--- src/rtl/cdll_pkg.sv ---
// Package for the cursor doubly linked list: sizes, opcode and status codes,
// and the request and result records passed between the list modules.
// No dependencies.
package cdll_pkg;

  localparam int CAPACITY    = 16;
  localparam int VALUE_WIDTH = 32;

  // Fixed widths of the item fields
  localparam int OPCODE_W = 3;
  localparam int DATA_W   = 32;
  localparam int COUNT_FW = 5;

  // A slot number also encodes the null marker, which is CAPACITY
  localparam int SLOT_W  = $clog2(CAPACITY + 1);
  localparam int IDX_W   = $clog2(CAPACITY);
  localparam int COUNT_W = $clog2(CAPACITY + 1);
  // Only the low 32 bits of an appended value ever reach the store
  localparam int STORE_W = (VALUE_WIDTH < DATA_W) ? VALUE_WIDTH : DATA_W;

  localparam logic [SLOT_W-1:0] NULL_SLOT = SLOT_W'(CAPACITY);

  typedef enum logic [OPCODE_W-1:0] {
    OP_APPEND = 3'd0,
    OP_FIRST  = 3'd1,
    OP_NEXT   = 3'd2,
    OP_PREV   = 3'd3,
    OP_REMOVE = 3'd4
  } op_e;

  typedef enum logic [1:0] {
    ST_OK        = 2'd0,
    ST_END       = 2'd1,
    ST_FULL      = 2'd2,
    ST_NO_CURSOR = 2'd3
  } status_e;

  typedef struct packed {
    op_e                op;
    logic [STORE_W-1:0] value;
  } req_t;

  typedef struct packed {
    status_e                   status;
    logic signed [DATA_W-1:0]  read_value;
    logic [COUNT_W-1:0]        count;
  } res_t;

endpackage

--- src/rtl/cdll_free_find.sv ---
// Lowest free slot search over the free map.
// Depends on cdll_pkg for the capacity and slot index width.
module cdll_free_find (
  input  logic [cdll_pkg::CAPACITY-1:0] free_i,
  output logic                          found_o,
  output logic [cdll_pkg::IDX_W-1:0]    idx_o
);

  always_comb begin
    idx_o = '0;
    // scan downward so the lowest free slot wins
    for (int i = cdll_pkg::CAPACITY - 1; i >= 0; i--) begin
      if (free_i[i]) begin
        idx_o = cdll_pkg::IDX_W'(i);
      end
    end
  end

  assign found_o = |free_i;

endmodule

--- src/rtl/cdll_core.sv ---
// List state (values, forward and backward links, free map, head, tail,
// cursor, count) and the combinational operation logic.
// Depends on cdll_pkg and cdll_free_find.
module cdll_core (
  input  logic              clk_i,
  input  logic              rst_ni,
  input  logic              en_i,
  input  cdll_pkg::req_t    req_i,
  output cdll_pkg::res_t    res_o
);

  localparam int CAP = cdll_pkg::CAPACITY;

  logic [cdll_pkg::STORE_W-1:0] val_q [CAP];
  logic [cdll_pkg::STORE_W-1:0] val_d [CAP];
  logic [cdll_pkg::SLOT_W-1:0]  fwd_q [CAP];
  logic [cdll_pkg::SLOT_W-1:0]  fwd_d [CAP];
  logic [cdll_pkg::SLOT_W-1:0]  bwd_q [CAP];
  logic [cdll_pkg::SLOT_W-1:0]  bwd_d [CAP];

  logic [CAP-1:0]               free_q, free_d;
  logic [cdll_pkg::SLOT_W-1:0]  first_q, first_d;
  logic [cdll_pkg::SLOT_W-1:0]  last_q, last_d;
  logic [cdll_pkg::SLOT_W-1:0]  cursor_q, cursor_d;
  logic [cdll_pkg::COUNT_W-1:0] count_q, count_d;

  logic                         free_found;
  logic [cdll_pkg::IDX_W-1:0]   free_idx;
  logic [cdll_pkg::SLOT_W-1:0]  free_slot;

  logic                         cur_ok, first_ok, last_ok, prev_ok, next_ok, step_ok;
  logic [cdll_pkg::IDX_W-1:0]   cur_idx;
  logic [cdll_pkg::SLOT_W-1:0]  cur_fwd, cur_bwd, step_slot, rd_slot;
  logic [cdll_pkg::STORE_W-1:0] rd_val;
  logic signed [cdll_pkg::DATA_W-1:0] rd_ext;

  cdll_free_find u_free_find (
    .free_i  (free_q),
    .found_o (free_found),
    .idx_o   (free_idx)
  );

  assign free_slot = cdll_pkg::SLOT_W'(free_idx);

  assign cur_ok   = cursor_q < cdll_pkg::NULL_SLOT;
  assign first_ok = first_q < cdll_pkg::NULL_SLOT;
  assign last_ok  = last_q < cdll_pkg::NULL_SLOT;
  assign cur_idx  = cursor_q[cdll_pkg::IDX_W-1:0];
  assign cur_fwd  = fwd_q[cur_idx];
  assign cur_bwd  = bwd_q[cur_idx];
  assign prev_ok  = cur_bwd < cdll_pkg::NULL_SLOT;
  assign next_ok  = cur_fwd < cdll_pkg::NULL_SLOT;

  // next from before the first entry goes to the head
  assign step_slot = cur_ok ? cur_fwd : first_q;
  assign step_ok   = step_slot < cdll_pkg::NULL_SLOT;

  // one value read port, address chosen by the operation
  always_comb begin
    case (req_i.op)
      cdll_pkg::OP_FIRST: rd_slot = first_q;
      cdll_pkg::OP_NEXT:  rd_slot = step_slot;
      cdll_pkg::OP_PREV:  rd_slot = cur_bwd;
      default:            rd_slot = cursor_q;
    endcase
  end

  assign rd_val = val_q[rd_slot[cdll_pkg::IDX_W-1:0]];
  assign rd_ext = cdll_pkg::DATA_W'(signed'(rd_val));

  always_comb begin
    val_d    = val_q;
    fwd_d    = fwd_q;
    bwd_d    = bwd_q;
    free_d   = free_q;
    first_d  = first_q;
    last_d   = last_q;
    cursor_d = cursor_q;
    count_d  = count_q;
    res_o.status     = cdll_pkg::ST_OK;
    res_o.read_value = '0;

    case (req_i.op)
      cdll_pkg::OP_APPEND: begin
        if (count_q >= cdll_pkg::COUNT_W'(CAP) || !free_found) begin
          res_o.status = cdll_pkg::ST_FULL;
        end else begin
          free_d[free_idx] = 1'b0;
          val_d[free_idx]  = req_i.value;
          fwd_d[free_idx]  = cdll_pkg::NULL_SLOT;
          bwd_d[free_idx]  = last_q;
          if (last_ok) begin
            fwd_d[last_q[cdll_pkg::IDX_W-1:0]] = free_slot;
          end else begin
            first_d = free_slot;
          end
          last_d  = free_slot;
          count_d = count_q + cdll_pkg::COUNT_W'(1);
        end
      end
      cdll_pkg::OP_FIRST: begin
        if (!first_ok) begin
          res_o.status = cdll_pkg::ST_END;
        end else begin
          cursor_d         = first_q;
          res_o.read_value = rd_ext;
        end
      end
      cdll_pkg::OP_NEXT: begin
        if (!step_ok) begin
          res_o.status = cdll_pkg::ST_END;
        end else begin
          cursor_d         = step_slot;
          res_o.read_value = rd_ext;
        end
      end
      cdll_pkg::OP_PREV: begin
        if (!cur_ok || !prev_ok) begin
          res_o.status = cdll_pkg::ST_END;
        end else begin
          cursor_d         = cur_bwd;
          res_o.read_value = rd_ext;
        end
      end
      cdll_pkg::OP_REMOVE: begin
        if (!cur_ok || free_q[cur_idx]) begin
          res_o.status = cdll_pkg::ST_NO_CURSOR;
        end else begin
          res_o.read_value = rd_ext;
          // unlink: neighbors point past the cursor entry
          if (prev_ok) begin
            fwd_d[cur_bwd[cdll_pkg::IDX_W-1:0]] = cur_fwd;
          end else begin
            first_d = cur_fwd;
          end
          if (next_ok) begin
            bwd_d[cur_fwd[cdll_pkg::IDX_W-1:0]] = cur_bwd;
          end else begin
            last_d = cur_bwd;
          end
          free_d[cur_idx] = 1'b1;
          cursor_d        = prev_ok ? cur_bwd : cdll_pkg::NULL_SLOT;
          if (count_q != '0) begin
            count_d = count_q - cdll_pkg::COUNT_W'(1);
          end
        end
      end
      default: begin
        // unused codes leave everything alone
      end
    endcase

    res_o.count = count_d;
  end

  // entry stores carry no reset: a slot is read only after it was linked
  always_ff @(posedge clk_i) begin
    if (en_i) begin
      val_q <= val_d;
      fwd_q <= fwd_d;
      bwd_q <= bwd_d;
    end
  end

  always_ff @(posedge clk_i or negedge rst_ni) begin
    if (!rst_ni) begin
      free_q   <= '1;
      first_q  <= cdll_pkg::NULL_SLOT;
      last_q   <= cdll_pkg::NULL_SLOT;
      cursor_q <= cdll_pkg::NULL_SLOT;
      count_q  <= '0;
    end else if (en_i) begin
      free_q   <= free_d;
      first_q  <= first_d;
      last_q   <= last_d;
      cursor_q <= cursor_d;
      count_q  <= count_d;
    end
  end

  a_count_matches_map: assert property (@(posedge clk_i) disable iff (!rst_ni)
    $countones(~free_q) == int'(count_q))
    else $error("entry count disagrees with free map");

  a_count_bound: assert property (@(posedge clk_i) disable iff (!rst_ni)
    count_q <= cdll_pkg::COUNT_W'(CAP))
    else $error("entry count above capacity");

  a_head_empty: assert property (@(posedge clk_i) disable iff (!rst_ni)
    ((count_q == '0) == !first_ok) && ((count_q == '0) == !last_ok))
    else $error("head or tail marker disagrees with entry count");

  a_cursor_linked: assert property (@(posedge clk_i) disable iff (!rst_ni)
    cur_ok |-> !free_q[cur_idx])
    else $error("cursor points at a free slot");

endmodule

--- src/rtl/cursor_doubly_linked_list.sv ---
// Top level of the cursor doubly linked list: input register, result
// register and valid/ready handshake around the list core.
// Depends on cdll_pkg and cdll_core.
//
//   channel  direction  handshake               payload
//   in       sink       in_valid_i / in_ready_o  opcode_i, item_value_i
//   out      source     out_valid_o / out_ready_i status_o, read_value_o, entry_count_o
//
// One item per cycle sustained while out_ready_i is high; a result is offered
// once its item has passed both registers (the input register takes the item,
// then the core updates state and loads the result register).
// Reset empties the list and parks the cursor before the first entry.
// A held result stalls the core; the input register still takes one item.
module cursor_doubly_linked_list (
  input  logic                                clk_i,
  input  logic                                rst_ni,
  input  logic                                in_valid_i,
  output logic                                in_ready_o,
  input  logic [cdll_pkg::OPCODE_W-1:0]       opcode_i,
  input  logic signed [cdll_pkg::DATA_W-1:0]  item_value_i,
  output logic                                out_valid_o,
  input  logic                                out_ready_i,
  output logic [1:0]                          status_o,
  output logic signed [cdll_pkg::DATA_W-1:0]  read_value_o,
  output logic [cdll_pkg::COUNT_FW-1:0]       entry_count_o
);

  logic           in_valid_q;
  cdll_pkg::req_t req_q;
  logic           out_valid_q;
  cdll_pkg::res_t res_q;
  cdll_pkg::res_t core_res;
  logic           advance, fire;

  assign advance    = !out_valid_q || out_ready_i;
  assign fire       = in_valid_q && advance;
  assign in_ready_o = !in_valid_q || advance;

  always_ff @(posedge clk_i or negedge rst_ni) begin
    if (!rst_ni) begin
      in_valid_q  <= 1'b0;
      out_valid_q <= 1'b0;
    end else begin
      if (in_valid_i && in_ready_o) begin
        in_valid_q <= 1'b1;
      end else if (fire) begin
        in_valid_q <= 1'b0;
      end
      if (advance) begin
        out_valid_q <= in_valid_q;
      end
    end
  end

  always_ff @(posedge clk_i) begin
    if (in_valid_i && in_ready_o) begin
      req_q.op    <= cdll_pkg::op_e'(opcode_i);
      req_q.value <= item_value_i[cdll_pkg::STORE_W-1:0];
    end
    if (fire) begin
      res_q <= core_res;
    end
  end

  cdll_core u_core (
    .clk_i  (clk_i),
    .rst_ni (rst_ni),
    .en_i   (fire),
    .req_i  (req_q),
    .res_o  (core_res)
  );

  assign out_valid_o   = out_valid_q;
  assign status_o      = res_q.status;
  assign read_value_o  = res_q.read_value;
  assign entry_count_o = cdll_pkg::COUNT_FW'(res_q.count);

endmodule
--- config.mk ---
export PLATFORM = sky130hd
export DESIGN_NAME = cursor_doubly_linked_list
export DESIGN_NICKNAME = d
export VERILOG_FILES = /design/src/rtl/cdll_pkg.sv /design/src/rtl/cdll_free_find.sv /design/src/rtl/cdll_core.sv /design/src/rtl/cursor_doubly_linked_list.sv
export SDC_FILE = /design/constraint.sdc
export NUM_CORES = 1
export LEC_CHECK = 0
export BUFFER_PORTS_ARGS = -buffer_cell sky130_fd_sc_hd__buf_2
export CORE_AREA = 2 2 312 314
export DETAILED_ROUTE_END_ITERATION = 10
export DIE_AREA = 0 0 314 316
export GPL_ROUTABILITY_DRIVEN = 0
export PLACE_DENSITY = 0.49
export SYNTH_ARGS = -nofsm -noshare
export SYNTH_HDL_FRONTEND = slang
export SYNTH_SLANG_ARGS = --single-unit
--- constraint.sdc ---
create_clock -name clk_i -period 5.5 [get_ports clk_i]
set_input_delay 0.275 -clock clk_i [delete_from_list [all_inputs] [get_ports clk_i]]
set_output_delay 0.275 -clock clk_i [all_outputs]
set_load 0.02 [all_outputs]
==> metrics.txt <==
final setup fails=0; cts bufs inserted=between 80 and 90; io pins=80; Final Hold Vio Count=0; final core area utilization=40.4%; final setup TNS=0 ps; first-pass GRT wire length=152000 um; Post-synth EDFFs=746; CP Capture Type=flip-flop; Residual DRC=0; Worst path top cell family by delay=simple AND/OR/NAND/NOR gates; WL/cell=24.9 um; layout filler cell count=roughly 9000; Clock Sinks=784; Horiz. Die Dim=314 um; Starting Density=34.8%; Clock Pin Slew Worst Setup and Hold Paths=70 ps; CTS tree=yes; Syn. warnings=0; Routed Antenna Nets=0; crit-path max FO=22; status=finished, final reports clean; Leak=~13 nW; Power Dens Cells=512 nW/um2; area of the multi-input gates=9400 um2; Largest stage delay, worst path=950 ps; Buffers on Ports=between 70 and 80; total power=about 20 mW; clk buf depth=3; flops & latches, synth=about 780; mapped cell area=roughly 33000 um2; fmax=between 200 and 250 MHz; sequential share of the synthesized area=around 70%; num rows=about 110; layout cells sized above 1=13.4%; dpl hpwl=60800 um; CP bufs+invs=2; clock root cell=clkbuf_16; RSZ-0062 raised after global routing=no; clk_skew=between 20 and 25 ps; most frequent cells in the layout=edfxtp_1 (746), nand2_1 (654), nand3_1 (290), o22ai_1 (152), nor2_1 (92); fin crit period=4570 ps; Worst-Margin Slew=1230 ps; final net count=2828; Unique masters post-synth=70; min-delay worst type=input pin to asynchronous set/reset pin; fin crit share=83.1%; H-tree depth=3; die area=99200 um2; initial detailed-routing violation count=2587; clock latency on the worst-skew pair=660 ps; via density per instance=around 5.6; GRT Util Overall=20.6%; router iterations before antenna repair=6; Core Box Area=96000 um2; max-cap violations=0; Avg Inst Size Synth=~13 um2; largest net degree at the start of global routing=74; count of pins over their slew limit=0; Synth async-reset ratio=under 10%; CP arrival=4920 ps; Final Hold Slack=302 ps; diode count=0; crit path cell chain=buf_4, nor2b_1, a22oi_1, nand2_1, o221ai_1, a41o_1, nor2_4, buf_12, nand3_1, nand4_1, o22ai_1; Syn Nets=around 2700; Chip Height=around 320 um; grt total ovfl=0; FF+latch area=around 23000 um2; Synth Flop Type=edfxtp_1; final wirelength=103000 um; Post-Synthesis Cells=between 2000 and 3000; initial antenna violation count=1; critical path class=flip-flop to flip-flop; vias in the first global route=between 20000 and 25000; Resize count post-CTS=0; slew margin rel.=17.8%; most common cell after layout, fill and taps aside=edfxtp_1; worst IR drop on VDD=0.000273 V; area delta synth->final=16.2%; crit path launch type=flip-flop; CP max stage cell=dfrtp_1; WP data required=slightly below 6000 ps; Vias=23208
## cell usage after synthesis, drive strengths merged (2+ instances only)
cell,instances,area [um2]
edfxtp,746,22400
nand2,656,2460
nand3,290,1450
o22ai,153,963
nor2,114,435
clkbuf,89,334
buf,75,400
a21oi,71,363
nand4,69,432
mux2i,46,460
o221ai,37,324
a21o,32,240
mux4,29,653
a22oi,19,143
dfrtp,19,475
dfstp,19,499
nor2b,19,119
o21ai,19,98.9
a31oi,17,106
inv,17,63.8
mux2,14,169
nor3,13,76.3
nand2b,12,75.1
and3,10,62.6
and2,9,56.3
or3,8,50.1
a211o,4,43.8
nor4,4,25.0
o211ai,4,30.0
o31ai,4,30.0
or2,4,25.0
a211oi,3,22.5
a41oi,3,26.3
nor3b,3,22.5
o21a,3,22.5
o21bai,3,22.5
a41o,2,20.0
ha,2,25.0
nand3b,2,15.0
o311ai,2,17.5
## final cells by class
cell class / instances / share of cell area (%)
multi-input cells: 1694 / 24.2
repair buffers: 203 / 4.15
clock inverters: 44 / 1.18
well taps: 1276 / 4.11
clock buffers: 116 / 5.94
flip-flops and latches: 784 / 60.2
inverters: 18 / 0.174
## power breakdown
part	switching (mW)	total [mW]	internal [mW]
combinational	4.67	6.73	2.06
clock	2.38	5.67	3.29
sequential	0.442	7.46	7.01
## sequential cells by signal, summed over array words and instances (netlist names), 16 cells and up
name and count:
req_q 35, read_value_o 32, u_core.bwd_q 80, u_core.free_q 16
u_core.val_q 512, u_core.fwd_q 80
## final timing paths
kind                                                 from                              to  slack [ps]  cells after the start
max in group asynchronous                          rst_ni  u_core.cursor_q[1]$_DFFE_PN0P_        4500                      2
hold reg to reg                    in_valid_q$_DFFE_PN0P_         out_valid_o$_DFFE_PN0P_         510                      1
setup / recovery           u_core.cursor_q[0]$_DFFE_PN0P_   read_value_o[4]$_SDFFCE_PN0P_         930                     11
hold / removal                                     rst_ni  u_core.cursor_q[2]$_DFFE_PN0P_         300                      2
setup reg to reg           u_core.cursor_q[0]$_DFFE_PN0P_   read_value_o[4]$_SDFFCE_PN0P_         930                     11
min in group clk_i                       item_value_i[10]             req_q[10]$_DFFE_PP_         330                      2
## kinds of logic (layout without fill, tap and decap cells)
group	Yosys count	in the layout	synth area share (%)
compound gates	386	386	7.72
fa+ha+maj	2	2	0.0749
flops	784	784	70.0
simple gates	1216	1216	16.0
xor+xnor	1	1	0.0262
buf+inv	182	381	2.40
mux	89	89	3.84
## metrics by stage
step                      instance area (um2)  setup WS (ps)  cells
final                                   38800            928   4135
after global routing                    38800            700   4135
after CTS                               38800            960   4135
after detailed placement                35700            991   3936
after global placement                  35700           1080   3936
after floorplan                         33400           1610   2660
## what timing repair did
| action | in CTS | in global routing |
|---|---|---|
| endpoints found under the setup margin | 0 | 0 |
| setup buffers | 0 | 0 |
| hold endpoints to repair | 56 | 0 |
| hold buffers | 39 | 0 |
## per-layer routing
layer | vias to the layer above | part of all wire (%) | global-route usage, %
met5 | - | 0 | 0
met4 | 0 | 3.2 | 6.81
met3 | 215 | 7.1 | 3.66
met2 | 978 | 46 | 32.2
met1 | 11732 | 44 | 29.2
li1 | 10283 | - | -
(Power assumes the default switching activity.)
